`config.mk`:
```
export PLATFORM = sky130hd
export DESIGN_NAME = voice_activity_segmenter_core
export DESIGN_NICKNAME = d
export VERILOG_FILES = /design/src/hw/rtl/vas_pkg.sv /design/src/hw/rtl/vas_front.sv /design/src/hw/rtl/vas_back.sv /design/src/hw/rtl/voice_activity_segmenter_core.sv
export SDC_FILE = /design/constraint.sdc
export NUM_CORES = 2
export LEC_CHECK = 0
export ABC_AREA = 1
export BUFFER_PORTS_ARGS = -buffer_cell sky130_fd_sc_hd__buf_2
export CAP_MARGIN = 20
export CORE_MARGIN = 4
export CORE_UTILIZATION = 23
export CTS_BUF_LIST = sky130_fd_sc_hd__clkbuf_16
export DETAILED_ROUTE_END_ITERATION = 16
export GPL_ROUTABILITY_DRIVEN = 0
export MAX_ROUTING_LAYER = met4
export PLACE_DENSITY = 0.35
export SLEW_MARGIN = 20
export SYNTH_ARGS = -nofsm -noshare
export SYNTH_HDL_FRONTEND = slang
export SYNTH_SLANG_ARGS = --single-unit
```
`constraint.sdc`:
```
create_clock -name clk -period 20.3 [get_ports clk]
set_input_delay 5.075 -clock clk [delete_from_list [all_inputs] [get_ports clk]]
set_output_delay 5.075 -clock clk [all_outputs]
set_load 0.02 [all_outputs]
```
`src/hw/rtl/vas_pkg.sv`:
```
package vas_pkg;

  localparam int FRAME_MAX = 1024;
  localparam int CNT_W = $clog2(FRAME_MAX + 1);
  localparam int SUM_W = 30 + CNT_W;
  localparam int QDEPTH = 2;
  localparam int QAW = $clog2(QDEPTH);
  localparam int QFW = $clog2(QDEPTH + 1);

  localparam logic [2:0] REG_START_THR = 3'd0;
  localparam logic [2:0] REG_END_THR   = 3'd1;
  localparam logic [2:0] REG_START_FR  = 3'd2;
  localparam logic [2:0] REG_SIL_LIM   = 3'd3;
  localparam logic [2:0] REG_MIN_UTT   = 3'd4;
  localparam logic [2:0] REG_MAX_UTT   = 3'd5;

  localparam logic [1:0] EV_NONE    = 2'd0;
  localparam logic [1:0] EV_ACCEPT  = 2'd1;
  localparam logic [1:0] EV_DISCARD = 2'd2;

  typedef struct packed {
    logic [SUM_W-1:0] sum;
    logic [15:0]      peak;
    logic [CNT_W-1:0] n;
  } frame_t;

endpackage

```
`src/hw/rtl/vas_front.sv`:
```
module vas_front (
  input  logic                clk,
  input  logic                rst,
  input  logic                in_valid,
  output logic                in_stall,
  input  logic signed [15:0]  sample,
  input  logic                frame_end,
  output logic                q_valid,
  input  logic                q_stall,
  output vas_pkg::frame_t     q_data
);

  logic [vas_pkg::SUM_W-1:0] sum;
  logic [15:0]               peak;
  logic [vas_pkg::CNT_W-1:0] cnt;
  vas_pkg::frame_t           mem [vas_pkg::QDEPTH];
  logic [vas_pkg::QAW-1:0]   wp, rp;
  logic [vas_pkg::QFW-1:0]   fill;
  logic [15:0]               mag;
  logic [31:0]               sq;
  logic [vas_pkg::SUM_W-1:0] sum_next;
  logic [15:0]               peak_next;
  logic [vas_pkg::CNT_W-1:0] cnt_next;
  logic                      acc, last, push, pop;

  assign mag = sample[15] ? 16'(-sample) : 16'(sample);
  assign sq = mag * mag;
  assign in_stall = (fill == vas_pkg::QFW'(vas_pkg::QDEPTH));
  assign acc = in_valid && !in_stall;
  assign sum_next = sum + vas_pkg::SUM_W'(sq);
  assign peak_next = (mag > peak) ? mag : peak;
  assign cnt_next = cnt + 1'b1;
  assign last = frame_end || (cnt_next == vas_pkg::CNT_W'(vas_pkg::FRAME_MAX));
  assign push = acc && last;
  assign q_valid = (fill != '0);
  assign pop = q_valid && !q_stall;
  assign q_data = mem[rp];

  always_ff @(posedge clk) begin
    if (rst) begin
      sum <= '0;
      peak <= '0;
      cnt <= '0;
      wp <= '0;
      rp <= '0;
      fill <= '0;
    end else begin
      if (acc) begin
        if (last) begin
          sum <= '0;
          peak <= '0;
          cnt <= '0;
        end else begin
          sum <= sum_next;
          peak <= peak_next;
          cnt <= cnt_next;
        end
      end
      if (push) wp <= wp + 1'b1;
      if (pop) rp <= rp + 1'b1;
      fill <= fill + vas_pkg::QFW'(push) - vas_pkg::QFW'(pop);
    end
  end

  always_ff @(posedge clk) begin
    if (push) mem[wp] <= '{sum: sum_next, peak: peak_next, n: cnt_next};
  end

`ifndef SYNTHESIS
  a_no_overflow: assert property (@(posedge clk) disable iff (rst)
    fill <= vas_pkg::QFW'(vas_pkg::QDEPTH)) else $error("queue overfill");
  a_no_push_full: assert property (@(posedge clk) disable iff (rst)
    in_stall |-> !push) else $error("push while full");
  a_cnt_range: assert property (@(posedge clk) disable iff (rst)
    cnt < vas_pkg::CNT_W'(vas_pkg::FRAME_MAX)) else $error("frame count overrun");
`endif

endmodule

```
`src/hw/rtl/vas_back.sv`:
```
module vas_back (
  input  logic               clk,
  input  logic               rst,
  input  logic               q_valid,
  output logic               q_stall,
  input  vas_pkg::frame_t    q_data,
  input  logic [15:0]        start_threshold,
  input  logic [15:0]        end_threshold,
  input  logic [7:0]         start_frames,
  input  logic [9:0]         silence_frames_limit,
  input  logic [19:0]        min_utterance,
  input  logic [19:0]        max_utterance,
  output logic               out_valid,
  input  logic               out_stall,
  output logic [15:0]        rms_value,
  output logic [7:0]         wave_level,
  output logic [7:0]         meter_level,
  output logic               speech_on,
  output logic               frame_taken,
  output logic [1:0]         utterance_event,
  output logic               hit_length_cap,
  output logic [19:0]        utterance_length
);

  localparam logic [2:0] S_IDLE = 3'd0;
  localparam logic [2:0] S_DIV  = 3'd1;
  localparam logic [2:0] S_SQRT = 3'd2;
  localparam logic [2:0] S_LVL  = 3'd3;
  localparam logic [2:0] S_DEC  = 3'd4;
  localparam logic [2:0] S_MTR  = 3'd5;
  localparam logic [2:0] S_OUT  = 3'd6;

  localparam int SW = vas_pkg::SUM_W;
  localparam int DCW = $clog2(SW + 1);

  logic [2:0]               state;
  logic [SW-1:0]            quo;
  logic [vas_pkg::CNT_W:0]  rem;
  logic [vas_pkg::CNT_W-1:0] n;
  logic [15:0]              peak;
  logic [DCW-1:0]           step;
  logic [31:0]              sv;
  logic [16:0]              root;
  logic [33:0]              srem;
  logic [4:0]               sstep;
  logic [15:0]              rms;
  logic                     speech;
  logic [7:0]               vrun;
  logic [9:0]               srun;
  logic [19:0]              cap_len;
  logic [15:0]              lat;
  // meter divider: numerator up to 16 bits * 255, divisor up to 16 bits
  logic [23:0]              lnum;
  logic [23:0]              lquo;
  logic [16:0]              lrem;
  logic [15:0]              lden;
  logic [4:0]               lstep;
  logic [7:0]               plev, rlev;
  logic                     lsat0, lsat1;
  // constant divides by 2200 and 2160 done as reciprocal multiplies
  logic [19:0]              pnum, rnum;
  logic [39:0]              pprod, rprod;
  logic                     taken, cap_hit;
  logic [1:0]               ev;
  logic [19:0]              ulen;

  logic [vas_pkg::CNT_W:0]  rem_sh;
  logic [33:0]              trial;
  logic [16:0]              lrem_sh;
  logic [20:0]              len_sum;
  logic                     voiced;
  logic [15:0]              mlo, mhi;
  logic [7:0]               vrun_inc;
  logic [9:0]               srun_inc;
  logic                     out_fire;

  assign q_stall = (state != S_IDLE);
  assign rem_sh = {rem[vas_pkg::CNT_W-1:0], quo[SW-1]};
  assign trial = {srem[31:0], sv[31:30]} - {15'd0, root, 2'b01};
  assign lrem_sh = {lrem[15:0], lnum[23]};
  assign len_sum = {1'b0, cap_len} + 21'(n);
  assign voiced = rms >= (speech ? end_threshold : start_threshold);
  assign vrun_inc = (vrun == 8'hff) ? vrun : vrun + 8'd1;
  assign srun_inc = (srun == 10'h3ff) ? srun : srun + 10'd1;
  assign mlo = speech ? end_threshold : 16'd80;
  assign mhi = speech ? 16'd9000 : 16'd2200;
  assign pprod = {20'd0, pnum} * 40'd1952258;
  assign rprod = {20'd0, rnum} * 40'd1988411;
  assign out_fire = (state == S_OUT) && (!out_valid || !out_stall);

  always_ff @(posedge clk) begin
    if (rst) begin
      state <= S_IDLE;
      out_valid <= 1'b0;
      speech <= 1'b0;
      vrun <= '0;
      srun <= '0;
      cap_len <= '0;
      lat <= '0;
    end else begin
      if (out_fire) out_valid <= 1'b1;
      else if (!out_stall) out_valid <= 1'b0;
      unique case (state)
        S_IDLE: begin
          if (q_valid) begin
            quo <= q_data.sum;
            rem <= '0;
            n <= q_data.n;
            peak <= q_data.peak;
            step <= '0;
            state <= S_DIV;
          end
        end
        S_DIV: begin
          // restoring divide, one quotient bit a cycle
          if (rem_sh >= {1'b0, n}) begin
            rem <= rem_sh - {1'b0, n};
            quo <= {quo[SW-2:0], 1'b1};
          end else begin
            rem <= rem_sh;
            quo <= {quo[SW-2:0], 1'b0};
          end
          step <= step + 1'b1;
          if (step == DCW'(SW - 1)) begin
            state <= S_SQRT;
            sstep <= '0;
            root <= '0;
            srem <= '0;
          end
        end
        S_SQRT: begin
          // mean square fits in 32 bits; two bits a cycle
          if (sstep == 5'd0) begin
            sv <= quo[31:0];
            sstep <= 5'd1;
          end else begin
            if (!trial[33]) begin
              srem <= trial;
              root <= {root[15:0], 1'b1};
            end else begin
              srem <= {srem[31:0], sv[31:30]};
              root <= {root[15:0], 1'b0};
            end
            sv <= {sv[29:0], 2'b00};
            sstep <= sstep + 5'd1;
            if (sstep == 5'd16) begin
              state <= S_LVL;
              lstep <= '0;
            end
          end
        end
        S_LVL: begin
          rms <= root[15:0];
          if (lstep == 5'd0) begin
            pnum <= {4'd0, (peak > 16'd2200) ? 16'd2200 : peak} * 20'd255;
            rnum <= {4'd0, root[15:0] - 16'd40} * 20'd255;
            lstep <= 5'd1;
          end else begin
            plev <= pprod[39:32];
            rlev <= (rms <= 16'd40) ? 8'd0 :
                    ((rms >= 16'd2200) ? 8'd255 : rprod[39:32]);
            state <= S_DEC;
          end
        end
        S_DEC: begin
          lat <= rms;
          taken <= 1'b0;
          cap_hit <= 1'b0;
          ev <= vas_pkg::EV_NONE;
          ulen <= '0;
          if (!speech) begin
            if (voiced) begin
              vrun <= vrun_inc;
              if (vrun_inc >= start_frames) begin
                speech <= 1'b1;
                srun <= '0;
                cap_len <= '0;
              end
            end else begin
              vrun <= '0;
            end
          end else if (len_sum > {1'b0, max_utterance}) begin
            cap_hit <= 1'b1;
            ulen <= cap_len;
            ev <= (cap_len < min_utterance) ? vas_pkg::EV_DISCARD : vas_pkg::EV_ACCEPT;
            cap_len <= '0;
            speech <= 1'b0;
            srun <= '0;
            vrun <= '0;
            lat <= '0;
          end else begin
            taken <= 1'b1;
            cap_len <= len_sum[19:0];
            if (voiced) begin
              srun <= '0;
            end else begin
              srun <= srun_inc;
              if (srun_inc >= silence_frames_limit) begin
                ulen <= len_sum[19:0];
                ev <= (len_sum[19:0] < min_utterance) ?
                      vas_pkg::EV_DISCARD : vas_pkg::EV_ACCEPT;
                cap_len <= '0;
                speech <= 1'b0;
                srun <= '0;
                vrun <= '0;
                lat <= '0;
              end
            end
          end
          state <= S_MTR;
          lstep <= '0;
        end
        S_MTR: begin
          if (lstep == 5'd0) begin
            lsat0 <= (lat <= mlo);
            lsat1 <= (lat >= mhi);
            lnum <= {8'd0, lat - mlo} * 24'd255;
            lden <= mhi - mlo;
            lrem <= '0;
            lstep <= 5'd1;
          end else begin
            if (lrem_sh >= {1'b0, lden}) begin
              lrem <= lrem_sh - {1'b0, lden};
              lquo <= {lquo[22:0], 1'b1};
            end else begin
              lrem <= lrem_sh;
              lquo <= {lquo[22:0], 1'b0};
            end
            lnum <= {lnum[22:0], 1'b0};
            lstep <= lstep + 5'd1;
            if (lstep == 5'd24) state <= S_OUT;
          end
        end
        S_OUT: begin
          if (out_fire) begin
            rms_value <= rms;
            wave_level <= (plev > rlev) ? plev : rlev;
            meter_level <= (lsat0 || lat == 16'd0) ? 8'd0 :
                           (lsat1 ? 8'd255 : lquo[7:0]);
            speech_on <= speech;
            frame_taken <= taken;
            hit_length_cap <= cap_hit;
            utterance_event <= ev;
            utterance_length <= ulen;
            state <= S_IDLE;
          end
        end
        default: state <= S_IDLE;
      endcase
    end
  end

`ifndef SYNTHESIS
  a_ev_len: assert property (@(posedge clk) disable iff (rst)
    out_valid && utterance_event == vas_pkg::EV_NONE |-> utterance_length == 20'd0)
    else $error("length without event");
  a_take_ev: assert property (@(posedge clk) disable iff (rst)
    out_valid && hit_length_cap |-> !frame_taken && !speech_on)
    else $error("cap frame taken");
  a_take_speech: assert property (@(posedge clk) disable iff (rst)
    out_valid && frame_taken && utterance_event == vas_pkg::EV_NONE |-> speech_on)
    else $error("taken while idle");
`endif

endmodule

```
`src/hw/rtl/voice_activity_segmenter_core.sv`:
```
// channel  | handshake          | payload
// in       | in_valid/in_stall  | sample, frame_end
// out      | out_valid/out_stall| rms_value .. utterance_length
// cfg      | cfg_we             | cfg_index, cfg_data
// samples are taken one a cycle while in_stall is low; a frame summary is queued
// at each frame end or at the FRAME_MAX-th sample of a frame; the back end takes
// one summary at a time: divider, square root, level scaling, decision, meter
// divider, output; a result is offered when its summary is done, later if the
// previous result is still stalled; input stalls only while two summaries wait
// synchronous active-high reset restores registers to their defaults
module voice_activity_segmenter_core (
  input  logic               clk,
  input  logic               rst,
  input  logic               in_valid,
  output logic               in_stall,
  input  logic signed [15:0] sample,
  input  logic               frame_end,
  output logic               out_valid,
  input  logic               out_stall,
  output logic [15:0]        rms_value,
  output logic [7:0]         wave_level,
  output logic [7:0]         meter_level,
  output logic               speech_on,
  output logic               frame_taken,
  output logic [1:0]         utterance_event,
  output logic               hit_length_cap,
  output logic [19:0]        utterance_length,
  input  logic               cfg_we,
  input  logic [2:0]         cfg_index,
  input  logic [19:0]        cfg_data
);

  logic [15:0] start_threshold, end_threshold;
  logic [7:0]  start_frames;
  logic [9:0]  silence_frames_limit;
  logic [19:0] min_utterance, max_utterance;
  logic        q_valid, q_stall;
  vas_pkg::frame_t q_data;

  always_ff @(posedge clk) begin
    if (rst) begin
      start_threshold <= 16'd400;
      end_threshold <= 16'd200;
      start_frames <= 8'd3;
      silence_frames_limit <= 10'd25;
      min_utterance <= 20'd4800;
      max_utterance <= 20'd160000;
    end else if (cfg_we) begin
      unique case (cfg_index)
        vas_pkg::REG_START_THR: start_threshold <= cfg_data[15:0];
        vas_pkg::REG_END_THR:   end_threshold <= cfg_data[15:0];
        vas_pkg::REG_START_FR:  start_frames <= cfg_data[7:0];
        vas_pkg::REG_SIL_LIM:   silence_frames_limit <= cfg_data[9:0];
        vas_pkg::REG_MIN_UTT:   min_utterance <= cfg_data;
        vas_pkg::REG_MAX_UTT:   max_utterance <= cfg_data;
        default: ;
      endcase
    end
  end

  vas_front u_front (
    .clk, .rst, .in_valid, .in_stall, .sample, .frame_end,
    .q_valid, .q_stall, .q_data
  );

  vas_back u_back (
    .clk, .rst, .q_valid, .q_stall, .q_data,
    .start_threshold, .end_threshold, .start_frames, .silence_frames_limit,
    .min_utterance, .max_utterance,
    .out_valid, .out_stall, .rms_value, .wave_level, .meter_level, .speech_on,
    .frame_taken, .utterance_event, .hit_length_cap, .utterance_length
  );

endmodule

```
# Yosys cells after proc, flatten, opt, wreduce, memory -nomap -nowiden
# Memory sizes are Yosys's and may differ from the RTL's. A register that Yosys moved wholly into a read port is not among the register bits.
# Index checks and enable logic that the tools add are counted.
# totals
reg_bits,616
mem_bits_rw,136
out_inout_bits,59
elab_cells,267
n_memories,1
# classes
add_sub_neg,19
mul,6
order_cmp,15
eq_ne,30
n_mux,94
n_bitwise,2
n_reduce_logical,46
# mem_list
name,depth,width,read_ports,rd_clocked_by_memory_dff,write_ports,line_no,source
u_front.mem,2,68,1,1,1,vas_front.sv:16,vas_pkg::frame_t mem [vas_pkg::QDEPTH];
# op_table
cell,n
$mux W20,9
$mux W16,11
$mux W32,4
$mux W41,2
$pmux W41 S2,1
$mux W8,9
$mux W10,7
$pmux W32 S2,1
$sub A16 B16 Y16,3
$add A41 B32 Y41,1
$lt A20 B20 Y1,2
$mul A16 B8 Y20 const B,2
$mul A20 B21 Y40 const B,1
$mul A20 B20 Y39 const B,1
$mux W17,2
$pmux W17 S2,1
$sub A34 B19 Y34,1
$mux W11,3
$ge A16 B16 Y1,2
$mul A16 B16 Y32,1
$mux W5,6
$reduce_and A3 Y1,10
$mul A16 B8 Y24 const B,1
$mux W24,1
other kinds (59),130

# Longest topological paths before layout
# logic_depth
depth_word,7
ltp_mapped,40

# Modules after synthesis
# From an unflattened synthesis, not the netlist that was laid out.
# hier_totals
hier_cells,7964
hier_area_um2,69724.4
# by_module_without_submodules
module,instances,cells_per_inst,area_each_um2,seq_area_each_um2
vas_back,1,5320,48012.3,13042.5
vas_front,1,2138,18182.4,5545.3
voice_activity_segmenter_core,1,506,3529.6,1801.7

# Worst setup path after synthesis
# No wires, ideal clock.
# synth_path
path_type,in2reg
from,input port sample[0]
to,"memory u_front.mem[0][67] in the netlist's numbering, data pin"
arrival_ps,11519
required_time_ps,20042
setup_slack_ps,8523
path_stages,30
n_path_buf,1
cell_sequence,inv_2 clkbuf_1 ha_1 nand2_1 nor3_1 nor2_2 nor2_1 xor2_1 clkinv_1 nand2_1 fa_1 inv_1 fa_1 fa_1 fa_1 fa_1 inv_1 fa_1 inv_1 ha_1 nand2_1 nor2_1 inv_1 nor2_1 inv_1 nor3_1 nand3_1 nand3_1 nand3_1 and2_1
# synth_via
elab_chain_len,4
# synth_rtl
item,line_no,source
from (decl),voice_activity_segmenter_core.sv:16,"input logic signed [15:0] sample,"
$neg A16 Y16,vas_front.sv:26,assign mag = sample[15] ? 16'(-sample) : 16'(sample);
$mux W16 (*),vas_front.sv:26,
$mul A16 B16 Y32 (*),vas_front.sv:27,assign sq = mag * mag;
$add A41 B32 Y41 (*),vas_front.sv:30,assign sum_next = sum + vas_pkg::SUM_W'(sq);
named net u_front.sum_next (one bit),vas_front.sv:21,logic [vas_pkg::SUM_W-1:0] sum_next;
to (decl),vas_front.sv:16,
# Mark *: on every way through the listed nets, which the timed path passes. The rest lies on a longest branch.

# Worst setup path in the final report
# layout_path
from,input port sample[0]
to,register u_front.sum[25] in the netlist's numbering
# layout_via
elab_chain_len,5
# layout_rtl
item,line_no,source
$neg A16 Y16,vas_front.sv:26,
$mux W16 (*),vas_front.sv:26,
$mul A16 B16 Y32 (*),vas_front.sv:27,
$add A41 B32 Y41 (*),vas_front.sv:30,
named net u_front.sum_next (one bit),vas_front.sv:21,
$mux W41 (*),vas_front.sv:49,if (last) begin
to (signal assigned),vas_front.sv:54,sum <= sum_next;
to (decl),vas_front.sv:13,logic [vas_pkg::SUM_W-1:0] sum;
# Marks and branches as above.
# A chain may end at the register's enable or synchronous reset.

==> key figures <==
Worst hold path
  – Hold Crit Class: flip-flop to flip-flop

Synthesis
  – Count of cell types in the netlist: 60
  – Async set-reset flop share out of synthesis: 0%
  – Post-Syn Area: 68000 um2
  – Post-synth EDFFs: 531
  – Top FF cell, synth: edfxtp_1
  – YS warnings: 0
  – Sequential fraction of the synthesis area: 30.0%
  – Post-synth top area share: 23.4%
  – Mapped Avg Cell Area: 9.06 um2
  – Synth top area cells: edfxtp_1, fa_1, ha_1
  – Synth Instances: 7509
  – Most instantiated cells after synthesis: inv_1, nand2_1, ha_1
  – #FFs+latches synth: 753
  – Top cell type by total area after synthesis: edfxtp_1
  – Count leader, synth: inv_1

Route
  – DR DRC count: 0
  – DR iter-0 viols: 2738
  – Vias per cell: 4.25
  – DR pass1 iterations: 6
  – Routed length per placed instance: 17.3 um
  – Final ANT Viol Nets: 0
  – WL final: 202000 um
  – DR vias: 49500

Clock network
  – CTS resizes: 0
  – Setup Fix Bufs, Post-CTS: 0
  – Hold buffer count at cts: 0
  – Clock latency on the worst-skew pair: 0.85 ns
  – H-tree levels: 3
  – CTS clk-pin slew, worst paths: 0.06 ns
  – Clk sink count: 753
  – Clock Tree Buf Depth: 4
  – TritonCTS clock tree: done
  – Clock root buffer: clkbuf_16
  – CTS Buf Count: 103

STA
  – Final Critical Period: 12.85 ns
  – Setup-failing EPs final: 0
  – Unrepaired setup endpoints after global routing: false
  – Hold Fails Final Rpt: 0
  – Tcrit/Tclk final: 63.3%
  – Total Neg Setup Slack: 0 ns
  – Final Max Slew Viols: 0
  – Slew at the pin closest to its max-slew limit: 1.06 ns
  – Setup Skew: 0.0777 ns
  – Max Clk Rate: 0.0778 GHz
  – Slew Limit Headroom: 29.3%
  – Worst hold margin: 0.414 ns

Status
  – Status: complete, no violations

Critical path
  – Startpoint type of the worst setup path: primary input
  – Worst-path fanout max: 18
  – Crit-path slowest cell: xor2_1
  – Required time of the critical path: 20.94 ns
  – Reg2reg setup slack: 12.09 ns
  – CP endpoint kind: flip-flop
  – CP most frequent cell: nand2_1
  – Arr. time, crit path: 13.49 ns
  – CP Class: primary input to flip-flop
  – Crit-path max cell delay: 0.85 ns

Global routing
  – Initial antenna violation count: 10
  – Vias in the first global route: 52100
  – Largest net degree at the start of global routing: 82
  – First-pass GRT wire length: 314000 um
  – Total gr overflow: 0
  – All-Layer GR Usage: 13.7%

Run
  – Number of max-cap violations: 0

Die
  – Die ar.: 304000 um2
  – Core ar.: 294000 um2
  – I/O pins: 104
  – Starting Density: 23.1%
  – Horiz. Die Dim: 552 um
  – Row count: 199
  – Die height: 552 um

Layout
  – Core Util, Final: 26.1%
  – Layout cells sized above 1: 4.96%
  – Area growth, synth to finish: 12.9%
  – Nets@finish: 9159
  – Post-route cell area: 76800 um2

Placed design
  – Port bufs: 103
  – HPWL after DPL: 164000 um
  – Dpl cell area: 73400 um2
final timing paths:
| check | to | depth (start not counted) | from |
|---|---|---|---|
| max | u_front.sum[25]$_SDFFE_PP0P_ | 28 | sample[0] |
| min | u_back.lquo[5]$_DFFE_PP_ | 0 | u_back.lquo[4]$_DFFE_PP_ |
| max reg2reg | u_back.lnum[21]$_DFFE_PP_ | 27 | u_back.speech$_SDFFE_PP0P_ |
| min reg2reg | u_back.lquo[5]$_DFFE_PP_ | 0 | u_back.lquo[4]$_DFFE_PP_ |
placed cells by master, fill, tap and decap left out, types with 27 or more instances in the layout:
cell type | Yosys | final
inv_1 | 1541 | 1557
nand2_1 | 1135 | 1134
ha_1 | 782 | 782
fa_1 | 687 | 687
nor2_1 | 570 | 562
edfxtp_1 | 531 | 531
a21oi_1 | 530 | 529
o21ai_0 | 459 | 459
dfxtp_1 | 222 | 221
nand3_1 | 190 | 189
xor2_1 | 164 | 164
clkbuf_16 | 0 | 104
buf_2 | 17 | 102
xnor2_1 | 76 | 76
nor3_1 | 78 | 75
nand4_1 | 64 | 64
o211ai_1 | 60 | 60
buf_4 | 5 | 46
clkinv_1 | 9 | 30
conb_1 | 2 | 30
mux2_2 | 27 | 27
area by class of cell:
class                   count  area, um2
repair buffers            149        883
fillers                 31600     217000
well taps                3919       4900
inverters                1555       5840
flip-flops and latches    753      20400
multi-input cells        5083      41400
clock buffers             104       2600
clock inverters            84        758
diodes                      6       15.0
routing by layer:
| metal | up-vias | track usage, % | wire (um) |
|---|---|---|---|
| met1 | 24100 | 18.6 | 96800 |
| li1 | 24500 | - | - |
| met4 | 0 | 3.02 | 4490 |
| met5 | - | - | 0 |
| met2 | 812 | 22.0 | 93500 |
| met3 | 205 | 1.44 | 7240 |
kinds of logic after synthesis:
kind of cell               after synthesis  share of synthesized area (%)
DFF                                    753                           30.0
buffers and inverters                 1701                           9.48
AOI/OAI and AO/OA                     1199                           9.55
and+or+nand+nor                       2115                           12.8
muxes                                   29                          0.477
other                                    2                         0.0110
adders and majority gates             1469                           34.6
xor gates and xnor gates               241                           3.12
stage by stage:
stage / setup WS, ns / instances
3_5_place_dp: 6.75 / 11500
3_3_place_gp: 6.96 / 11500
6_report: 7.45 / 11700
5_1_grt: 6.95 / 11700
2_1_floorplan: 8.52 / 7537
4_1_cts: 7.58 / 11600
flip-flops by register name, indices dropped and copies added, names as in the netlist, 17 cells and up, named ones only:
register,flops
u_back.lnum,24
u_back.quo,41
max_utterance,20
u_back.utterance_length,20
u_back.pnum,20
u_back.ulen,20
u_back.cap_len,20
u_back.sv,32
min_utterance,20
u_back.rnum,20
u_back.root,17
u_front.sum,41
u_back.srem,32
u_front.mem,136
critical path, delay by kind of cell:
family          cells  cell delay, ns
fa+ha+maj           8            3.58
simple gates       11            1.71
buf+inv             5            1.35
xor+xnor            2            1.09
compound gates      2            0.67
Power is left out: the tool's default activity adds up to more than one toggle a clock period on the data nets, which glitch-free logic cannot reach.
